## config.mk

```make
export PLATFORM = sky130hd
export DESIGN_NAME = pst_front_flat
export DESIGN_NICKNAME = d
export VERILOG_FILES = /design/src/pst_pkg.sv /design/src/pst_if.sv /design/src/pst_front.sv /design/src/flat_wrapper.sv
export SDC_FILE = /design/constraint.sdc
export NUM_CORES = 1
export LEC_CHECK = 0
export BUFFER_PORTS_ARGS = -buffer_cell sky130_fd_sc_hd__buf_4
export CORE_UTILIZATION = 40
export DETAILED_ROUTE_END_ITERATION = 10
export PLACE_DENSITY = 0.68
export REMOVE_ABC_BUFFERS = 1
export SYNTH_ARGS = -nofsm -noshare
export SYNTH_HDL_FRONTEND = slang
export SYNTH_SLANG_ARGS = --single-unit
export TNS_END_PERCENT = 50
```

## constraint.sdc

```tcl
create_clock -name i_clk -period 4.6 [get_ports i_clk]
set_input_delay 0.23 -clock i_clk [delete_from_list [all_inputs] [get_ports i_clk]]
set_output_delay 0.23 -clock i_clk [all_outputs]
set_load 0.01 [all_outputs]
```

## src/pst_pkg.sv

```systemverilog
`default_nettype none

package pst_pkg;

    // Largest index the table can hold; the memory has MAX_LIMIT + 1 entries.
    localparam int unsigned MAX_LIMIT = 65535;

    localparam int unsigned IDX_W  = 16;   // index and limit width
    localparam int unsigned ROOT_W = 9;    // outer sieve counter, up to sqrt(MAX_LIMIT) + 1
    localparam int unsigned SQ_W   = 17;   // square of the outer counter, multiples walk

    localparam logic [IDX_W-1:0] LIMIT_RESET = IDX_W'(MAX_LIMIT);
    localparam int unsigned FIRST_PRIME = 2;

    // Command queue between the front and back parts.
    localparam int unsigned QDEPTH  = 2;
    localparam int unsigned QPTR_W  = 1;
    localparam int unsigned QCNT_W  = 2;

    // Configuration port.
    localparam int unsigned APB_AW = 3;
    localparam int unsigned APB_DW = 32;

    typedef enum logic {
        OP_BUILD = 1'b0,
        OP_QUERY = 1'b1
    } t_opcode;

    // Register index, taken from byte address bit 2.
    typedef enum logic {
        REG_UPPER_LIMIT = 1'b0,
        REG_NONE        = 1'b1
    } t_reg_idx;

    typedef struct packed {
        logic             is_build;
        logic [IDX_W-1:0] index;
    } t_cmd;

endpackage

`default_nettype wire

```

## src/pst_if.sv

```systemverilog
`default_nettype none

interface pst_in_if;
    logic                        valid;
    logic                        ready;
    logic                        opcode;
    logic [pst_pkg::IDX_W-1:0]   query_index;

    modport source (output valid, output opcode, output query_index, input ready);
    modport sink   (input valid, input opcode, input query_index, output ready);
endinterface


`default_nettype wire

```

## src/pst_front.sv

```systemverilog
`default_nettype none

module pst_front (
    input  wire logic        i_clk,
    input  wire logic        i_rst_n,
    pst_in_if.sink           i_in,
    output logic             o_cmd_valid,
    input  wire logic        i_cmd_ready,
    output pst_pkg::t_cmd    o_cmd
);
    import pst_pkg::*;

    t_cmd               r_q [QDEPTH];
    logic [QPTR_W-1:0]  r_wr_ptr;
    logic [QPTR_W-1:0]  r_rd_ptr;
    logic [QCNT_W-1:0]  r_cnt;
    logic [QCNT_W-1:0]  n_cnt;
    logic               push;
    logic               pop;
    t_cmd               cmd_in;

    // Words are only taken out of reset so that nothing is lost to the reset branch.
    assign i_in.ready  = (r_cnt != QCNT_W'(QDEPTH)) && i_rst_n;
    assign push        = i_in.valid && i_in.ready;
    assign o_cmd_valid = (r_cnt != '0);
    assign pop         = o_cmd_valid && i_cmd_ready;
    assign o_cmd       = r_q[r_rd_ptr];

    // Classify the incoming word into a build or a query command.
    always_comb begin
        cmd_in.is_build = (t_opcode'(i_in.opcode) == OP_BUILD);
        cmd_in.index    = i_in.query_index;
    end

    always_comb begin
        n_cnt = r_cnt;
        if (push && !pop) begin
            n_cnt = r_cnt + 1'b1;
        end else if (pop && !push) begin
            n_cnt = r_cnt - 1'b1;
        end
    end

    always_ff @(posedge i_clk) begin
        if (!i_rst_n) begin
            r_wr_ptr <= '0;
            r_rd_ptr <= '0;
            r_cnt    <= '0;
        end else begin
            r_cnt <= n_cnt;
            if (push) begin
                r_wr_ptr <= r_wr_ptr + 1'b1;
            end
            if (pop) begin
                r_rd_ptr <= r_rd_ptr + 1'b1;
            end
        end
    end

    always_ff @(posedge i_clk) begin
        if (push) begin
            r_q[r_wr_ptr] <= cmd_in;
        end
    end

endmodule

`default_nettype wire

```

## src/flat_wrapper.sv

```systemverilog
// flat-port wrapper written by rule: the top's interface ports become plain ports
module pst_front_flat import pst_pkg::*;
  (i_clk, i_rst_n, o_cmd_valid, i_cmd_ready, o_cmd, i_in_valid, i_in_opcode, i_in_query_index, i_in_ready);
  pst_in_if i_in_i ();
  input  wire logic i_clk;
  input  wire logic i_rst_n;
  output logic o_cmd_valid;
  input  wire logic i_cmd_ready;
  output pst_pkg::t_cmd o_cmd;
  input wire logic [$bits(i_in_i.valid)-1:0] i_in_valid;
  input wire logic [$bits(i_in_i.opcode)-1:0] i_in_opcode;
  input wire logic [$bits(i_in_i.query_index)-1:0] i_in_query_index;
  output wire logic [$bits(i_in_i.ready)-1:0] i_in_ready;
  assign i_in_i.valid = i_in_valid;
  assign i_in_i.opcode = i_in_opcode;
  assign i_in_i.query_index = i_in_query_index;
  assign i_in_ready = i_in_i.ready;
  pst_front u_core (.i_clk(i_clk), .i_rst_n(i_rst_n), .i_in(i_in_i), .o_cmd_valid(o_cmd_valid), .i_cmd_ready(i_cmd_ready), .o_cmd(o_cmd));
endmodule
```

* Yosys cells after proc, flatten, opt, wreduce, memory -nomap -nowiden
Memory sizes are Yosys's and may differ from the RTL's. A register that Yosys moved wholly into a read port is not among the register bits.
Cells that the tools add are included.
Widths: inputs -> output; s select.
** Operators by class
- Shift-type cells :: 0
- Multipliers :: 0
- Order comparisons :: 0
- Divide/modulo/power cells :: 0
- Equal/unequal tests :: 1
- Multiplexer cells :: 6
- Reduce and logical (&&, ||, !) cells :: 9
- Add/subtract/negate cells :: 4
- Bitwise gates (word level) :: 1
** Operator list (number)
- $logic_and 1x1->1 :: 5
- $mux 1 :: 4
- $mux 2 :: 2
- $reduce_bool 2->1 :: 2
- $add 1x1->1 const B :: 2
- $add 2x1->2 const B :: 1
- $logic_not 1->1 :: 2
- $ne 2x2->1 const B :: 1
- $sub 2x1->2 const B :: 1
- $not 1->1 :: 1
** Storage, ports and cells
- Output and inout port bits :: 19
- Register bits after elaboration :: 4
- Bits of input ports :: 21
- Memories :: 1
- Memory bits (writable) :: 34
- Bits in latches :: 0
- ROM bits :: 0
** Memories
- u_core.r_q :: depth 2, width 17, read ports 1, clocked after memory_dff 1, wr ports 1, line pst_front.sv:13 : t_cmd r_q [QDEPTH];

* Longest topological paths before layout
Gate-level depths: netlist of run 1.
- Depth in word-level cells :: 7
- Depth in mapped cells :: 6

* Least setup slack after synthesis of run 1
Ideal clock, no wire load.
- Path type :: register -> register
- From :: register u_core.r_cnt[0]
- To :: memory u_core.r_q[0][0] in the netlist's numbering (enable)
- Path buffers :: 0
- Slack :: 2693 ps
- Setup time :: 392 ps
- Stages on the path, launching flop included :: 4
- Arrival time :: 1515 ps
- Cell sequence :: dfxtp_1 -> nand2b_1 -> and3_1 -> nor2b_1
** Between the ends
- Longest elaborated chain between the ends :: 5
** Ends and longest elaborated chain
- start, declared :: line pst_front.sv:16 : logic [QCNT_W-1:0] r_cnt;
- start signal, assigned :: line pst_front.sv:50 : r_cnt <= n_cnt;
- $ne 2x2->1 :: line pst_front.sv:23 : assign i_in.ready = (r_cnt != QCNT_W'(QDEPTH)) && i_rst_n;
- $logic_and 1x1->1 :: line pst_front.sv:23
- $logic_and 1x1->1 :: line pst_front.sv:24 : assign push = i_in.valid && i_in.ready;
- named net u_core.push :: line pst_front.sv:18 : logic push;
- $mux 1 :: line pst_front.sv:61 : if (push) begin
- $mux 1 (implied by the code) :: line pst_front.sv:62 : r_q[r_wr_ptr] <= cmd_in;
- end, declared :: line pst_front.sv:13
The timed path passes the listed nets, and every way through them passes these cells.

==> results of run 1 <==
[flip-flops by register name, summed over array words and instances (netlist names), named ones only]
register and count:
u_core.r_q 34, u_core.r_cnt 2, u_core.r_rd_ptr 1, u_core.r_wr_ptr 1
[worst max path at each step]
stage	start	endpoint	slack (ns)	cells past startpoint
2_1_floorplan	u_core.r_cnt[0]	u_core.r_q[0][0]	2.69	3
3_3_place_gp	u_core.r_cnt[0]	u_core.r_q[0][4]	2.79	3
3_5_place_dp	u_core.r_cnt[0]	u_core.r_q[0][4]	2.73	3
4_1_cts	flop	o_cmd[6]	2.66	2
5_1_grt	flop	o_cmd[2]	2.57	2
6_report	flop	o_cmd[6]	2.68	2
[metrics by stage]
| stage | hold slack (ns) | utilization [%] | worst slack, ns | cells | total power [W] |
|---|---|---|---|---|---|
| after floorplan | 0.3289 | - | 2.693 | 79 | 0.0006166 |
| after detailed placement | 0.4199 | 52.78 | 2.726 | 164 | 0.0007340 |
| final | 0.1297 | 55.91 | 2.681 | 172 | 0.0009905 |
| after global routing | 0.1141 | 55.91 | 2.565 | 172 | 0.001039 |
| after global placement | 0.4165 | 52.78 | 2.787 | 164 | 0.0007287 |
| after CTS | 0.1223 | 55.91 | 2.664 | 172 | 0.001001 |
[layer usage]
metal | share of wire [%] | up-vias
li1 | - | 388
met2 | 50 | 31
met4 | 2.8 | 0
met5 | 0 | -
met1 | 41 | 381
met3 | 6.2 | 7
[cell type report]
| type | count | share of cell area [%] |
|---|---|---|
| Clock buffer | 5 | 3.576 |
| Clock inverter | 3 | 2.016 |
| Inverter | 2 | 0.3901 |
| Multi-Input combinational cell | 38 | 17.56 |
| Sequential cell | 39 | 58.26 |
| Tap cell | 46 | 2.991 |
| Timing Repair Buffer | 39 | 15.21 |
[cell families after synthesis]
family,after synthesis
adders and majority gates,1
xor gates and xnor gates,3
and+or+nand+nor,12
DFF,39
muxes,17
AOI/OAI and AO/OA,5
buffers and inverters,4
[synthesized netlist by cell type]
cell type	n
sky130_fd_sc_hd__edfxtp_1	34
sky130_fd_sc_hd__mux2_2	17
sky130_fd_sc_hd__and2_1	5
sky130_fd_sc_hd__dfxtp_1	5
sky130_fd_sc_hd__a21boi_1	2
sky130_fd_sc_hd__inv_1	2
sky130_fd_sc_hd__nor2b_1	2
sky130_fd_sc_hd__o21ai_0	2
sky130_fd_sc_hd__or3_1	2
sky130_fd_sc_hd__xnor2_1	2
sky130_fd_sc_hd__and3_1	1
sky130_fd_sc_hd__buf_2	1
sky130_fd_sc_hd__buf_4	1
sky130_fd_sc_hd__ha_1	1
sky130_fd_sc_hd__nand2b_1	1
sky130_fd_sc_hd__o21ai_1	1
sky130_fd_sc_hd__or2_2	1
sky130_fd_sc_hd__xor2_1	1
[power breakdown]
part | internal (W) | switching (W) | leakage, nW
logic | 0.000154 | 0.000100 | 0.322
registers | 0.000430 | 0.0000407 | 0.353
clock network | 0.000159 | 0.000107 | 0.0556
[critical path, cell delays in order, from the launching register on]
cell	delay, ns
sky130_fd_sc_hd__dfxtp_1	0.83
sky130_fd_sc_hd__mux2_2	0.43
sky130_fd_sc_hd__buf_4	0.15
==> results.json, run 1 <==
{
  "run_status": "completed",
  "post_dp_cell_area_um2": 1817,
  "ys_ff_latch": 39,
  "placement.io_buffers": 39,
  "clock.fmax_mhz": 521.1,
  "drt-vias-per-instance": 4.692,
  "hold-path-cell-count": 1,
  "yosys.area_share.adder_pct": 0.8475,
  "postSynthCellCount": 81,
  "arrival_ns": 1.69,
  "post_cts.resized_instances": 0,
  "crit_path_start_kind": "flop",
  "cap_violations": 0,
  "timing.rr.end": "u_core.r_q[0][14]",
  "design.final.nets": 147,
  "maxSlewViolCount": 0,
  "critPathRequiredTime_ns": 4.37,
  "cts.clk_slew.worst_paths_ns": 0.07,
  "worst_hold_startpoint": "i_in_query_index[2]",
  "fill_cells": 278,
  "cts_post_setup_buffers_inserted": 0,
  "clock_latency_of_the_later_clocked_register_in_the_worst_skew_pair_ns": 0.28,
  "setup-violations-final": 0,
  "netlist_top_cells_area": "sky130_fd_sc_hd__edfxtp_1, sky130_fd_sc_hd__mux2_2, sky130_fd_sc_hd__dfxtp_1",
  "gr-usage-all-layers_pct": 12.65,
  "finalHoldViolations": 0,
  "final_design_area_no_fill_um2": 1924,
  "grtUsageMet2_pct": 20.65,
  "hpwlAfterDp_um": 1546,
  "synth.largest_area_cell": "sky130_fd_sc_hd__edfxtp_1",
  "vias": 807,
  "crit_path_end_kind": "primary output",
  "area.growth.synth_to_final_pct": 30.34,
  "reg2reg_from": "u_core.r_cnt[0]",
  "tritoncts_num_sinks": 39,
  "worst_hold_path.endpoint": "u_core.r_q[0][2]",
  "setup.worst_path.class": "flop to primary output",
  "floorplan.rows": 21,
  "fp.dieH_um": 62.76,
  "drt-pass1-iter-count": 2,
  "storage_element_area_um2": 1121,
  "cts-buffers-inserted": 5,
  "worst_slew_pin_slew_ns": 0.8579,
  "grt_use_met1_pct": 13.61,
  "synth_xor_xnor_area_share_pct": 1.780,
  "top_level_ports": 40,
  "dominant_combinational_cell_family_by_area_after_synthesis": "multiplexers",
  "type_of_the_worst_min_delay_path": "input port to flop",
  "synthSimpleGateAreaFrac_pct": 5.085,
  "grt_most_used_layer": "met2",
  "power.density_cell_area_nw_per_um2": 514.7,
  "clock_tree.buffer_depth": 2,
  "wl_per_cell_um": 13.17,
  "dr.first_iter.drc_count": 36,
  "rsz0062_at_grt": "false",
  "drive_above_1_share_pct": 51.59,
  "route.final.wire_length_um": 2266,
  "grt_first_pass_wirelength_um": 3553,
  "skew_ns": 0.001507,
  "power.leakage_nw": 0.7303,
  "design.core.area_um2": 3442,
  "number_of_antenna_violations_at_the_first_check_in_global_routing": 0,
  "share_of_the_yosys_chip_area_belonging_to_registers_pct": 75.93,
  "total_drc_errors_in_the_routed_layout": 0,
  "fraction_of_synthesized_cell_area_taken_by_the_top_area_cell_type_pct": 69.15,
  "postRouteAntennaNets": 0,
  "global_route.overflow_total": 0,
  "maximum_number_of_pins_on_one_net_before_global_route_repair": 18,
  "area_of_the_die_um2": 3938,
  "worstRegToRegCells": 3,
  "timing.critical_path.fanout_max": 17,
  "synth.mux.area_fraction_pct": 12.97,
  "most-common-layout-cells": "sky130_fd_sc_hd__buf_4, sky130_fd_sc_hd__edfxtp_1, sky130_fd_sc_hd__mux2_2",
  "clock_tree_from_tritoncts": "done",
  "multiInputGateArea_um2": 337.8,
  "yosys.cell_types.count": 18,
  "finalSetupTns_ns": 0,
  "yosysWarningCount": 0,
  "post_synth_instance_area_um2": 1476,
  "antennaDiodeCount": 0,
  "slew_headroom_pct": 42.54,
  "final_period_minus_worst_setup_slack_ns": 1.919,
  "worst-r2r-setup-slack_ns": 2.74,
  "grt_pass1_vias": 788,
  "final_min_period_over_clock_period_pct": 41.72,
  "vdd_drop_max_mv": 0.2834,
  "final_common_cell": "sky130_fd_sc_hd__buf_4",
  "routabilityCongestion": 0.7421,
  "cts.htree.levels": 2,
  "clk_root_buffer_cell": "sky130_fd_sc_hd__clkbuf_8",
  "postCtsHoldBufs": 0,
  "die_width_um": 62.76,
  "compound_gate_fraction_of_synth_area_pct": 2.034,
  "syn_area_per_cell_um2": 18.23,
  "initial_utilization_pct": 42.89,
  "met3_use_gr_pct": 6.022
}
Power figures use the tool's default switching activity.
==> run 2, diff against run 1 <==
- ABC_AREA: default -> 1
- PLACE_DENSITY: 0.68 -> 0.7
- clock period: 4.6 -> 1.7 ns (I/O delays scaled with it)
==> results.json, run 2 <==
{
  "run_status": "completed",
  "postCtsHoldBufs": 15,
  "crit_path_end_kind": "flop",
  "vdd_drop_max_mv": 0.5609,
  "power.density_cell_area_nw_per_um2": 1060,
  "clock_tree_from_tritoncts": "done",
  "crit_path_cell_trace": "inv_1 > nand2_1 > nand3_1 > inv_1 > ha_1 > inv_1 > nand3_1 > nand2_1 > inv_1 > nor2_1",
  "cts.clk_slew.worst_paths_ns": 0.07,
  "maxSlewViolCount": 0,
  "cts_post_setup_buffers_inserted": 0,
  "fp.dieH_um": 64.05,
  "crit_path_from": "u_core.r_cnt[0]",
  "finish.utilization_pct": 57.67,
  "dpl_worst_slack_ns": 0.2365,
  "numPlacedInstances": 183,
  "largest_register": "u_core.r_q",
  "clk_root_buffer_cell": "sky130_fd_sc_hd__clkbuf_8",
  "tritoncts_num_sinks": 39,
  "yosysWarningCount": 0,
  "area.growth.synth_to_final_pct": 38.10,
  "rsz0062_at_grt": "false",
  "timing.critical_path.mode_cell": "sky130_fd_sc_hd__inv_1",
  "post_cts.resized_instances": 0,
  "drive_above_1_share_pct": 42.04,
  "setup-violations-final": 0,
  "hpwlAfterDp_um": 1726,
  "design.core.area_um2": 3689,
  "share_of_the_yosys_chip_area_belonging_to_registers_pct": 72.79,
  "design.final.nets": 180,
  "die_width_um": 64.05,
  "post-route-worst-setup-slack_ns": 0.2001,
  "fill_cells": 311,
  "power.leakage_nw": 0.8737,
  "final_min_period_over_clock_period_pct": 88.23,
  "wl_per_cell_um": 12.19,
  "placement.io_buffers": 39,
  "final-instance-count-excl-fill": 205,
  "arrival_ns": 1.72,
  "critical_path_depth": 10,
  "post-layout-total-power_w": 0.002254,
  "worst_path_max_delay_cell": "sky130_fd_sc_hd__dfxtp_1",
  "final_period_minus_worst_setup_slack_ns": 1.500,
  "postRouteAntennaNets": 0,
  "worst_hold_startpoint": "i_rst_n",
  "dr.first_iter.drc_count": 28,
  "slew_headroom_pct": 84.07,
  "synth_flop_cell": "sky130_fd_sc_hd__edfxtp_1",
  "final_design_area_no_fill_um2": 2127,
  "clock.fmax_mhz": 666.7,
  "fraction_of_synthesized_cell_area_taken_by_the_top_area_cell_type_pct": 66.29,
  "synth.largest_area_cell": "sky130_fd_sc_hd__edfxtp_1",
  "number_of_antenna_violations_at_the_first_check_in_global_routing": 0,
  "post_dp_cell_area_um2": 1894,
  "routabilityCongestion": 0.5886,
  "timing.critical_path.fanout_max": 6,
  "timing.rr.end": "u_core.r_cnt[1]",
  "maximum_number_of_pins_on_one_net_before_global_route_repair": 18,
  "netlist_top_cells_count": "sky130_fd_sc_hd__edfxtp_1, sky130_fd_sc_hd__inv_1, sky130_fd_sc_hd__mux2_4, sky130_fd_sc_hd__nand2_1, sky130_fd_sc_hd__mux2_2",
  "worstSetupEndpoint": "u_core.r_cnt[1]",
  "ys_async_sr_fraction_pct": 0,
  "yosys.cell_types.count": 15,
  "gr-usage-all-layers_pct": 12.90,
  "crit_path_start_kind": "flop",
  "postSynthCellCount": 94,
  "setup.worst_path.class": "flop to flop",
  "cap_violations": 0,
  "type_of_the_worst_min_delay_path": "input port to flop",
  "worst_slew_pin_slew_ns": 0.2390,
  "netlist_top_cells_area": "sky130_fd_sc_hd__edfxtp_1, sky130_fd_sc_hd__mux2_4, sky130_fd_sc_hd__dfxtp_1",
  "ys_ff_latch": 39,
  "cp_top_family": "simple AND/OR/NAND/NOR gates",
  "drt-vias-per-instance": 4.595,
  "largest_register_ffs": 34,
  "clock_latency_of_the_later_clocked_register_in_the_worst_skew_pair_ns": 0.27,
  "top_level_ports": 40,
  "antennaDiodeCount": 0,
  "grt_first_pass_wirelength_um": 3829,
  "initial_utilization_pct": 41.76,
  "worst-r2r-setup-slack_ns": 0.20,
  "total_drc_errors_in_the_routed_layout": 0,
  "finalHoldViolations": 0,
  "reg2reg_from": "u_core.r_cnt[0]",
  "global_route.overflow_total": 0,
  "yosys.cell_count.top_type": "sky130_fd_sc_hd__edfxtp_1",
  "worst-path-buf-inv": 4,
  "worstRegToRegCells": 10,
  "skew_ns": 0.009630,
  "route.final.wire_length_um": 2498,
  "post_synth_instance_area_um2": 1540,
  "cts-buffers-inserted": 5,
  "worst_path_largest_cell_delay_ns": 0.33,
  "clock_tree.buffer_depth": 2,
  "area_of_the_die_um2": 4102,
  "most-common-layout-cells": "sky130_fd_sc_hd__buf_4, sky130_fd_sc_hd__edfxtp_1, sky130_fd_sc_hd__dlygate4sd3_1, sky130_fd_sc_hd__inv_1",
  "syn_area_per_cell_um2": 16.39,
  "synth_enable_flop_cells": 34,
  "drt-pass1-iter-count": 4,
  "reg.largest.list": "u_core.r_q (34), u_core.r_cnt (2)",
  "critPathRequiredTime_ns": 1.92,
  "grt_pass1_vias": 890,
  "vias": 942,
  "floorplan.rows": 22,
  "cts.htree.levels": 2,
  "final_common_cell": "sky130_fd_sc_hd__buf_4"
}
run 2: changes by cell type after synthesis, moves of 5 or more:
cell and change:
sky130_fd_sc_hd__mux2_2 -10, sky130_fd_sc_hd__nor2_1 +6, sky130_fd_sc_hd__mux2_4 +10, sky130_fd_sc_hd__nand2_1 +10, sky130_fd_sc_hd__and2_1 -5, sky130_fd_sc_hd__inv_1 +9
run 2: worst min-delay path by stage:
stage,endpoint,cells past startpoint
2_1_floorplan,u_core.r_q[0][0],0
3_3_place_gp,u_core.r_q[0][5],1
3_5_place_dp,u_core.r_q[0][12],1
4_1_cts,u_core.r_q[0][8],1
5_1_grt,u_core.r_q[1][16],2
6_report,u_core.r_cnt[1],3
run 2: area by class of cell:
class                   count  area [µm²]  share of cell area (%)
multi-input cells          42       349.1                   16.41
clock buffers               6       72.57                   3.412
inverters                  11       41.29                   1.941
flip-flops and latches     39        1121                   52.71
repair buffers             59       483.0                   22.71
well taps                  48       60.06                   2.824
run 2: logic make-up (layout without fill, tap and decap cells):
group	Yosys count	count (layout)	synth area share, %
AOI/OAI and AO/OA	4	4	1.462
buffers and inverters	13	76	4.712
DFF	39	39	72.79
muxes	17	17	14.87
adders and majority gates	1	1	0.8122
and+or+nand+nor	20	20	5.362
run 2: worst min-delay path: stages:
cell and delay, ns:
sky130_fd_sc_hd__buf_4 0.13, sky130_fd_sc_hd__nand2_1 0.06, sky130_fd_sc_hd__nor2_1 0.03
run 2: stage by stage:
| step | hold slack, ns | setup TNS [ns] |
|---|---|---|
| 4_1_cts | 0.0002133 | 0 |
| 3_5_place_dp | 0.2731 | 0 |
| 2_1_floorplan | 0.1839 | -0.3928 |
| 3_3_place_gp | 0.2711 | 0 |
| 6_report | 0.07212 | 0 |
| 5_1_grt | 0.08439 | 0 |
run 2: per-layer routing:
layer  wire, µm  part of all wire, %  GRT usage (%)
met5          0                    0              0
met4         21                 0.84          5.966
met3        137                  5.5          3.929
met2       1283                   51          22.61
met1       1055                   42          14.18
run 2: power by group:
part / switching [W] / total, W / internal, W
clock network: 0.000260 / 0.000532 / 0.000273
registers: 0.0000330 / 0.00115 / 0.00112
logic: 0.000256 / 0.000568 / 0.000311
